File: config.mk
export PLATFORM = sky130hd
export DESIGN_NAME = modbus_rtu_response_deframer
export DESIGN_NICKNAME = d
export VERILOG_FILES = /design/src/rtl/core/mrrd_pkg.sv /design/src/rtl/core/mrrd_crc_byte.sv /design/src/rtl/core/mrrd_frame_track.sv /design/src/rtl/core/modbus_rtu_response_deframer.sv
export SDC_FILE = /design/constraint.sdc
export NUM_CORES = 1
export LEC_CHECK = 0
export BUFFER_PORTS_ARGS = -buffer_cell sky130_fd_sc_hd__buf_2
export CAP_MARGIN = 0
export CORE_MARGIN = 1.5
export CORE_UTILIZATION = 45
export DETAILED_ROUTE_END_ITERATION = 10
export PLACE_DENSITY_LB_ADDON = 0.2
export SYNTH_ARGS = -nofsm -noshare
export SYNTH_HDL_FRONTEND = slang
export SYNTH_HIERARCHICAL = 1
export SYNTH_SLANG_ARGS = --single-unit
File: constraint.sdc
create_clock -name clock -period 10.6 [get_ports clock]
set_clock_uncertainty 0.15 [all_clocks]
set_input_delay 0.53 -clock clock [delete_from_list [all_inputs] [get_ports clock]]
set_output_delay 0.53 -clock clock [all_outputs]
set_load 0.005 [all_outputs]
File: src/rtl/core/mrrd_pkg.sv
// Shared types and constants for the Modbus RTU response deframer.
// Used by mrrd_crc_byte, mrrd_frame_track and the top level; no dependencies.
package mrrd_pkg;

   localparam int FRAME_BYTES = 21;
   localparam int IDX_W       = $clog2(FRAME_BYTES);
   localparam int DATA_BYTES  = 16;

   localparam logic [IDX_W-1:0] DATA_FIRST    = IDX_W'(3);
   localparam logic [IDX_W-1:0] DATA_LAST     = IDX_W'(3 + DATA_BYTES - 1);
   localparam logic [IDX_W-1:0] CRC_LOW_INDEX = IDX_W'(FRAME_BYTES - 2);
   localparam logic [IDX_W-1:0] LAST_INDEX    = IDX_W'(FRAME_BYTES - 1);

   localparam logic [15:0] CRC_INIT = 16'hFFFF;
   localparam logic [15:0] CRC_POLY = 16'hA001;
   localparam logic [15:0] CRC_LSB  = 16'h0001;

   typedef struct packed {
      logic [7:0] rx_byte;
      logic       frame_start;
   } in_item_type;

   typedef struct packed {
      logic        [15:0] voltage_raw;
      logic        [15:0] current_raw;
      logic signed [31:0] power_raw;
      logic        [15:0] factor_raw;
      logic        [15:0] frequency_raw;
      logic        [31:0] energy_raw;
      logic               crc_ok;
   } rsp_item_type;

endpackage

File: src/rtl/core/mrrd_crc_byte.sv
// Modbus CRC-16 update by one byte, eight reflected shift steps unrolled.
// Depends on mrrd_pkg for the polynomial.
module mrrd_crc_byte
   import mrrd_pkg::*;
(
   input  logic [15:0] crc_cur,
   input  logic [7:0]  data_byte,
   output logic [15:0] crc_next
);

   logic [15:0] crc_work;

   always_comb begin
      crc_work = crc_cur ^ {8'h00, data_byte};
      for (int bit_i = 0; bit_i < 8; bit_i++) begin
         if ((crc_work & CRC_LSB) != 16'h0000) begin
            crc_work = (crc_work >> 1) ^ CRC_POLY;
         end else begin
            crc_work = crc_work >> 1;
         end
      end
      crc_next = crc_work;
   end

endmodule

File: src/rtl/core/mrrd_frame_track.sv
// Frame position, running CRC and data byte shift line of the deframer.
// Depends on mrrd_pkg and mrrd_crc_byte.
module mrrd_frame_track
   import mrrd_pkg::*;
(
   input  logic         clock,
   input  logic         reset,
   input  logic         fire,
   input  in_item_type  item,
   output logic         is_last,
   output rsp_item_type rsp_item
);

   logic [IDX_W-1:0] index_ff, index_in;
   logic [15:0]      crc_ff, crc_in;
   logic [7:0]       crc_low_ff, crc_low_in;
   logic [7:0]       data_ff [DATA_BYTES];
   logic [IDX_W-1:0] idx;
   logic [15:0]      crc_base;
   logic [15:0]      crc_upd;
   logic             shift_en;

   assign idx      = item.frame_start ? '0 : index_ff;
   assign crc_base = item.frame_start ? CRC_INIT : crc_ff;
   assign is_last  = (idx == LAST_INDEX);
   assign shift_en = fire && (idx >= DATA_FIRST) && (idx <= DATA_LAST);

   mrrd_crc_byte u_crc (
      .crc_cur   (crc_base),
      .data_byte (item.rx_byte),
      .crc_next  (crc_upd)
   );

   always_comb begin
      index_in   = index_ff;
      crc_in     = crc_ff;
      crc_low_in = crc_low_ff;
      if (fire) begin
         priority if (idx < CRC_LOW_INDEX) begin
            crc_in   = crc_upd;
            index_in = idx + IDX_W'(1);
         end else if (idx == CRC_LOW_INDEX) begin
            crc_low_in = item.rx_byte;
            crc_in     = crc_base;
            index_in   = idx + IDX_W'(1);
         end else begin
            // frame done: restart for the next byte
            crc_in   = CRC_INIT;
            index_in = '0;
         end
      end
   end

   always_ff @(posedge clock) begin
      if (reset) begin
         index_ff   <= '0;
         crc_ff     <= CRC_INIT;
         crc_low_ff <= 8'h00;
      end else begin
         index_ff   <= index_in;
         crc_ff     <= crc_in;
         crc_low_ff <= crc_low_in;
      end
   end

   // data bytes enter at the top; at the last byte slot 0 holds frame byte 3
   always_ff @(posedge clock) begin
      if (shift_en) begin
         for (int i = 0; i < DATA_BYTES - 1; i++) begin
            data_ff[i] <= data_ff[i+1];
         end
         data_ff[DATA_BYTES-1] <= item.rx_byte;
      end
   end

   always_comb begin
      rsp_item.voltage_raw   = {data_ff[0], data_ff[1]};
      rsp_item.current_raw   = {data_ff[2], data_ff[3]};
      rsp_item.power_raw     = {data_ff[4], data_ff[5], data_ff[6], data_ff[7]};
      rsp_item.factor_raw    = {data_ff[8], data_ff[9]};
      rsp_item.frequency_raw = {data_ff[10], data_ff[11]};
      rsp_item.energy_raw    = {data_ff[12], data_ff[13], data_ff[14], data_ff[15]};
      rsp_item.crc_ok        = (crc_low_ff == crc_ff[7:0]) &&
                               (item.rx_byte == crc_ff[15:8]);
   end

   a_index_range: assert property (@(posedge clock) disable iff (reset)
      index_ff <= LAST_INDEX)
      else $error("frame index out of range");

   a_last_restarts: assert property (@(posedge clock) disable iff (reset)
      fire && is_last |=> index_ff == '0 && crc_ff == CRC_INIT)
      else $error("frame state not restarted after last byte");

   a_crc_low_holds: assert property (@(posedge clock) disable iff (reset)
      fire && !item.frame_start && index_ff == CRC_LOW_INDEX |=> crc_ff == $past(crc_ff))
      else $error("running CRC changed on received CRC byte");

endmodule

File: src/rtl/core/modbus_rtu_response_deframer.sv
// Top level of the Modbus RTU read-holding-registers response deframer.
// Depends on mrrd_pkg and mrrd_frame_track.
//
//  Channel | Direction | Content
//  req_    | in        | tdata: rx_byte[7:0]; tuser: frame_start
//  rsp_    | out       | tdata: 128-bit register fields; tuser: crc_ok
//
//  One byte per cycle while the input does not stall: each byte is held in the
//  input register, where the CRC byte update and frame position logic act on it,
//  and a result is loaded into the output register when the last byte fires.
//  Reset is synchronous and clears the frame position, CRC and both valids.
//  The input stalls only when the last byte waits while a result is still
//  not taken; all other bytes flow regardless of rsp_tready.
module modbus_rtu_response_deframer
   import mrrd_pkg::*;
(
   input  logic         clock,
   input  logic         reset,
   input  logic         req_tvalid,
   output logic         req_tready,
   input  logic [7:0]   req_tdata,   // [7:0] rx_byte
   input  logic         req_tuser,   // [0] frame_start
   output logic         rsp_tvalid,
   input  logic         rsp_tready,
   output logic [127:0] rsp_tdata,   // voltage_raw, current_raw, power_raw,
                                     // factor_raw, frequency_raw, energy_raw
   output logic         rsp_tuser    // [0] crc_ok
);

   logic         in_valid_ff, in_valid_in;
   in_item_type  in_item_ff;
   logic         rsp_valid_ff, rsp_valid_in;
   rsp_item_type rsp_ff;
   rsp_item_type rsp_next;
   logic         is_last;
   logic         out_free;
   logic         fire;
   logic         req_take;

   assign out_free   = !rsp_valid_ff || rsp_tready;
   assign fire       = in_valid_ff && (!is_last || out_free);
   assign req_tready = !in_valid_ff || fire;
   assign req_take   = req_tvalid && req_tready;

   mrrd_frame_track u_track (
      .clock    (clock),
      .reset    (reset),
      .fire     (fire),
      .item     (in_item_ff),
      .is_last  (is_last),
      .rsp_item (rsp_next)
   );

   always_comb begin
      in_valid_in = in_valid_ff;
      if (req_take) begin
         in_valid_in = 1'b1;
      end else if (fire) begin
         in_valid_in = 1'b0;
      end
      rsp_valid_in = rsp_valid_ff;
      if (fire && is_last) begin
         rsp_valid_in = 1'b1;
      end else if (rsp_tready) begin
         rsp_valid_in = 1'b0;
      end
   end

   always_ff @(posedge clock) begin
      if (reset) begin
         in_valid_ff  <= 1'b0;
         rsp_valid_ff <= 1'b0;
      end else begin
         in_valid_ff  <= in_valid_in;
         rsp_valid_ff <= rsp_valid_in;
      end
   end

   always_ff @(posedge clock) begin
      if (req_take) begin
         in_item_ff.rx_byte     <= req_tdata;
         in_item_ff.frame_start <= req_tuser;
      end
      if (fire && is_last) begin
         rsp_ff <= rsp_next;
      end
   end

   assign rsp_tvalid = rsp_valid_ff;
   assign rsp_tdata  = {rsp_ff.energy_raw, rsp_ff.frequency_raw, rsp_ff.factor_raw,
                        rsp_ff.power_raw, rsp_ff.current_raw, rsp_ff.voltage_raw};
   assign rsp_tuser  = rsp_ff.crc_ok;

   a_stall_cause: assert property (@(posedge clock) disable iff (reset)
      !req_tready |-> in_valid_ff && is_last && rsp_valid_ff && !rsp_tready)
      else $error("input stalled without a blocked result");

   a_rsp_source: assert property (@(posedge clock) disable iff (reset)
      $rose(rsp_valid_ff) |-> $past(fire && is_last))
      else $error("result raised without a last byte");

   a_rsp_stable: assert property (@(posedge clock) disable iff (reset)
      rsp_valid_ff && !rsp_tready |=> rsp_valid_ff && $stable(rsp_ff))
      else $error("waiting result changed or dropped");

endmodule
# ---- Yosys cells after proc, flatten, opt, wreduce, memory -nomap -nowiden
# Memories as Yosys holds them, arrays and structs flattened. A register that Yosys moved wholly into a read port is not among the register bits.
# Cells that the tools add are included.
dict set report classes {
  n_reduce_logical 15
  order_cmp 3
  add_sub_neg 1
  n_mux 20
  bitwise_logic 10
  n_eq_ne 4
}
# cell count
set op_table {}
lappend op_table {{$mux W16} 11}
lappend op_table {{$not A2 Y3} 8}
lappend op_table {{$eq A8 B8 Y1} 2}
lappend op_table {{$xor A16 B8 Y16} 1}
lappend op_table {{$mux W5} 3}
lappend op_table {{$eq A5 B5 Y1 const B} 2}
lappend op_table {{$logic_and A1 B1 Y1} 6}
lappend op_table {{$mux W1} 6}
lappend op_table {{$add A5 B1 Y5 const B} 1}
lappend op_table {{$ge A5 B2 Y1 const B} 1}
lappend op_table {{$le A5 B5 Y1 const B} 1}
lappend op_table {{$lt A5 B5 Y1 const B} 1}
lappend op_table {{$reduce_bool A2 Y1} 2}
lappend op_table {{$logic_not A1 Y1} 3}
lappend op_table {{$logic_or A1 B1 Y1} 3}
lappend op_table {{$reduce_and A3 Y1} 1}
lappend op_table {{$not A1 Y1} 1}
dict set report totals {
  out_inout_bits 131
  ram_bits 128
  in_bits 13
  mem_count 1
  reg_bits 169
}
# memory depth width rd rd_clocked_by_memory_dff wr line_no
set mem_list {}
lappend mem_list {u_track.data_ff 16 8 16 1 16 mrrd_frame_track.sv:17} ;# logic [7:0] data_ff [DATA_BYTES];

# ---- Depth between registers and ports, before layout
dict set report logic_depth {
  ltp_word 19
  ltp_mapped 11
}

# ---- Modules after synthesis
# Netlist, hierarchy kept.
# mod n_inst cells_each area_each_um2
set modules_own_cells {}
lappend modules_own_cells {mrrd_frame_track 1 302 5417.7}
lappend modules_own_cells {modbus_rtu_response_deframer 1 150 4247.8}
lappend modules_own_cells {mrrd_crc_byte 1 29 284.0}

# ---- Least setup slack after synthesis
# OpenSTA, ideal clock, no wires.
dict set report synth_path {
  path_type {reg2reg}
  start {register in_item_ff[0] (netlist bit)}
  end {register, netlist name rsp_tdata[0]}
  stages_incl_launch_ff 9
  synth_period_minus_slack_ps 7334
  slack_ps 3266
  arrival_time_ps 6566
  setup_time_ps 619
  cell_sequence {edfxtp_1 buf_4 clkbuf_1 nor2b_1 inv_1 ha_1 and3_1 nand2_1 nor2_1}
}
dict set report synth_between {
  elab_chain_cells 6
}
# element line_no
set synth_rtl {}
lappend synth_rtl {{from (decl)} modbus_rtu_response_deframer.sv:31} ;# in_item_type in_item_ff;
lappend synth_rtl {{$mux W5 (*)} mrrd_frame_track.sv:23} ;# assign idx = item.frame_start ? '0 : index_ff;
lappend synth_rtl {{$eq A5 B5 Y1 (*)} mrrd_frame_track.sv:25} ;# assign is_last = (idx == LAST_INDEX);
lappend synth_rtl {{named net is_last} modbus_rtu_response_deframer.sv:35} ;# logic is_last;
lappend synth_rtl {{$logic_not A1 Y1} modbus_rtu_response_deframer.sv:41} ;# assign fire = in_valid_ff && (!is_last || out_free);
lappend synth_rtl {{$logic_or A1 B1 Y1} modbus_rtu_response_deframer.sv:41}
lappend synth_rtl {{$logic_and A1 B1 Y1} modbus_rtu_response_deframer.sv:41}
lappend synth_rtl {{$logic_and A1 B1 Y1 (*)} modbus_rtu_response_deframer.sv:84} ;# if (fire && is_last) begin
# Mark *: on every way through the listed nets, which the timed path passes. The rest lies on a longest branch.
# A chain may end at the register's enable or synchronous reset.

==> impl_table.tex <==
\begin{tabular}{lr}
\hline
Metric & Value \\
\hline
\multicolumn{2}{l}{\textbf{Run status}} \\
Outcome & complete, no violations \\
\multicolumn{2}{l}{\textbf{Yosys}} \\
Synthesized instance count & 481 \\
Yosys synthesis warning count & 6 \\
Number of distinct library cells after synthesis & 47 \\
Register area share after synthesis & 86.5\% \\
Summed instance area of the synthesized netlist & 9950 um\^{}2 \\
Avg Synthesized Cell Area & 20.7 um\^{}2 \\
Number of nets in the synthesized netlist & 497 \\
Flip-flop cell with the highest count after synthesis & edfxtp\_1 \\
Post-synth EDFFs & 266 \\
Fraction of synthesis flops using an asynchronous set or reset pin & 0\% \\
Flop and latch count out of synthesis & 297 \\
\multicolumn{2}{l}{\textbf{Timing}} \\
Final period util & 42.4\% \\
Min cycle time layout & 4490 ps \\
Endpoints failing setup & 0 \\
Total count of max-transition violations in the final report & 0 \\
Slew at the pin with the worst max-slew slack & 1260 ps \\
Number of hold violations in the final report & 0 \\
Setup\_tns & 0 ps \\
Post-route setup slack & 6110 ps \\
Slew Limit Headroom & 15.2\% \\
Maximum clock frequency & 223 MHz \\
RSZ-0062 raised after global routing & no \\
\multicolumn{2}{l}{\textbf{CTS}} \\
Post-CTS Hold Fix Bufs & 0 \\
Clk root buf & clkbuf\_16 \\
Number of clock buffers inserted by TritonCTS & 29 \\
Resized Gates After CTS & 0 \\
H-tree Lvls & 1 \\
Buffers inserted during post-CTS setup optimization & 0 \\
Buffer levels on the longest clock path & 3 \\
Clock insertion delay at the later pin of the skew report & 520 ps \\
CTS tree & yes \\
Sinks on the clock net & 297 \\
Clock-pin slew on the worst setup and hold paths & 60 ps \\
\multicolumn{2}{l}{\textbf{Worst setup path}} \\
Origin of the critical flop-to-flop path & in\_item\_ff[0]\$\_DFFE\_PP\_ \\
Crit path arrival time & 4490 ps \\
Critical path capture point type & flip-flop \\
Worst setup path start & in\_item\_ff[0]\$\_DFFE\_PP\_ \\
Startpoint-to-endpoint class of the critical path & reg2reg \\
End of the worst register-to-register path & u\_track/data\_ff[0][43]\$\_DFFE\_PP\_ \\
FF-to-FF setup slack & 6110 ps \\
CP required & 10600 ps \\
Worst r2r path cells & 7 \\
Critical path endpoint & u\_track/data\_ff[0][43]\$\_DFFE\_PP\_ \\
CP max FO & 76 \\
Critical Path Source Type & flip-flop \\
\multicolumn{2}{l}{\textbf{Layout}} \\
Number of antenna cells inserted & 0 \\
Non-Filler Cell Area, Final & 11900 um\^{}2 \\
Layout cell share with drive strength beyond 1 & 33.3\% \\
Synth-to-Final Area Change & 19.6\% \\
Reg area & 8610 um\^{}2 \\
Total Nets Final & 658 \\
Area of combinational cells with multiple inputs & 1220 um\^{}2 \\
FILL cells & 1723 \\
\multicolumn{2}{l}{\textbf{GRT}} \\
Antenna violations before repair & 0 \\
Vias in the first global route & 4481 \\
Largest net degree at the start of global routing & 88 \\
Total GRT Usage & 13.5\% \\
Global route overflow & 0 \\
Global-route wire length before repair & 24100 um \\
\multicolumn{2}{l}{\textbf{Detailed routing}} \\
Number of detailed-route iterations in the first pass & 4 \\
Routed WL & 15900 um \\
Number of DRC violations after detailed routing & 0 \\
Post-detailed-route count of antenna-violating nets & 0 \\
Wire length per cell & 16.9 um \\
Drt via density & 4.88 \\
Routed vias & 4607 \\
Iter 0 DRT Violations & 366 \\
\multicolumn{2}{l}{\textbf{Die}} \\
Ports placed on the boundary & 144 \\
Initial Utilization & 45.7\% \\
Placement Rows & 54 \\
Die Outline Area & 23000 um\^{}2 \\
Die width & 152 um \\
Die height & 152 um \\
Total core area & 21800 um\^{}2 \\
\multicolumn{2}{l}{\textbf{Place}} \\
RePlAce Congestion & 0.780 \\
\# port buffers & 143 \\
Worst slack after detailed placement & 6050 ps \\
Post-detailed-placement half-perimeter wirelength & 10100 um \\
Dpl cell area & 11000 um\^{}2 \\
\multicolumn{2}{l}{\textbf{Pwr}} \\
Max IR drop VDD & 0.0000886 V \\
Leak pwr & 4.06 nW \\
Pwr Density & 198 nW/um\^{}2 \\
\multicolumn{2}{l}{\textbf{Flow run}} \\
Number of violations of the max-capacitance limit & 0 \\
\multicolumn{2}{l}{\textbf{Min path}} \\
Hold Crit Class & in2reg \\
\hline
\end{tabular}
## kinds of logic (layout without fill, tap and decap cells)
| kind of cell | count (synthesis) | in the layout | share of synthesized area (%) |
|---|---|---|---|
| xor gates and xnor gates | 40 | 40 | 3.89 |
| AOI/OAI and AO/OA | 54 | 54 | 3.97 |
| DFF | 297 | 297 | 86.5 |
| and+or+nand+nor | 63 | 63 | 3.90 |
| adders and majority gates | 3 | 3 | 0.377 |
| buffers and inverters | 24 | 207 | 1.35 |
## synthesized netlist by cell type (all sizes together), types with 4 or more instances
master	instances	area [um^2]
edfxtp	266	7990
xnor2	33	312
dfxtp	31	621
o22a	16	148
or2	16	100
a21oi	14	70.1
o21ai	13	65.1
buf	10	80.1
nand3	9	45.0
inv	7	26.3
nor2	7	26.3
clkbuf	6	23.8
xor2	6	52.6
nand2	5	18.8
nand4	5	31.3
nand3b	4	30.0
## cell type report
class	count	share of cell area, %
Sequential cell	297	72.3
Clock inverter	22	1.83
Multi-Input combinational cell	160	10.3
Clock buffer	31	6.16
Timing Repair Buffer	146	6.20
Inverter	8	0.252
Tap cell	280	2.94
## how the worst min path moves through the flow
stage / from / endpoint / depth (start not counted)
floorplan: u_track/data_ff[0][2]$_DFFE_PP_ / rsp_tdata[10]$_DFFE_PP_ / 0
global placement: u_track/data_ff[0][3]$_DFFE_PP_ / rsp_tdata[11]$_DFFE_PP_ / 0
detailed placement: u_track/data_ff[0][3]$_DFFE_PP_ / rsp_tdata[11]$_DFFE_PP_ / 0
CTS: req_tdata[6] / in_item_ff[7]$_DFFE_PP_ / 1
global route: req_tdata[2] / in_item_ff[3]$_DFFE_PP_ / 1
finish: req_tdata[6] / in_item_ff[7]$_DFFE_PP_ / 1
## power breakdown
| group | switching, mW | leakage [nW] | internal, mW |
|---|---|---|---|
| combinational | 0.0306 | 0.945 | 0.0350 |
| clock | 0.410 | 0.464 | 0.597 |
| sequential | 0.0137 | 2.65 | 1.27 |
| total | 0.454 | 4.06 | 1.90 |
## flip-flops by register name, summed over array words and instances (netlist names)
signal and flops:
in_valid_ff 1, u_track/crc_ff 16, in_item_ff 9, u_track/index_ff 5, rsp_tdata 128, u_track/data_ff 128
rsp_tvalid 1, u_track/crc_low_ff 8, rsp_tuser 1
## placed cells by master, fill, tap and decap left out, types with 2 or more instances in the layout
cell type and count:
edfxtp_1 266, buf_2 143, dfxtp_1 31, xnor2_1 30
clkbuf_16 29, or2_2 16, a21oi_1 14, o21ai_0 12
o22a_1 10, nand3_1 9, clkinv_1 8, inv_1 7
clkinv_2 6, nor2_1 6, o22a_2 6, xor2_1 6
nand2_1 5, nand4_1 5, bufinv_16 4, nand3b_1 4
nand2b_1 3, buf_4 3, ha_1 3, xnor2_2 3
and2_1 2, clkinvlp_4 2, clkinv_4 2, clkbuf_1 2
nor2b_1 2, a211oi_1 2, a311oi_1 2
## per-stage QoR
stage | power [mW] | utilization, % | cells | hold WS (ps)
floorplan | 1.36 | - | 481 | 250
global placement | 1.37 | 50.3 | 891 | 254
detailed placement | 1.38 | 50.3 | 891 | 256
CTS | 2.39 | 54.7 | 944 | 6.62
global route | 2.44 | 54.7 | 944 | 7.78
finish | 2.36 | 54.7 | 944 | 27.1
## layer usage
metal	wire, um	up-vias	global-route usage [%]
met3	1030	28	2.72
met4	291	0	3.80
met5	0	-	0
met2	7720	129	22.5
met1	6890	2274	18.1
li1	-	2176	-
## worst max-delay path: stages (launching register included)
cell      delay, ps
edfxtp_1        690
nor2b_1         320
inv_1            70
ha_1            180
and3_1          170
a21boi_1        710
o221a_4         850
buf_4           850
Power figures use the tool's default switching activity.
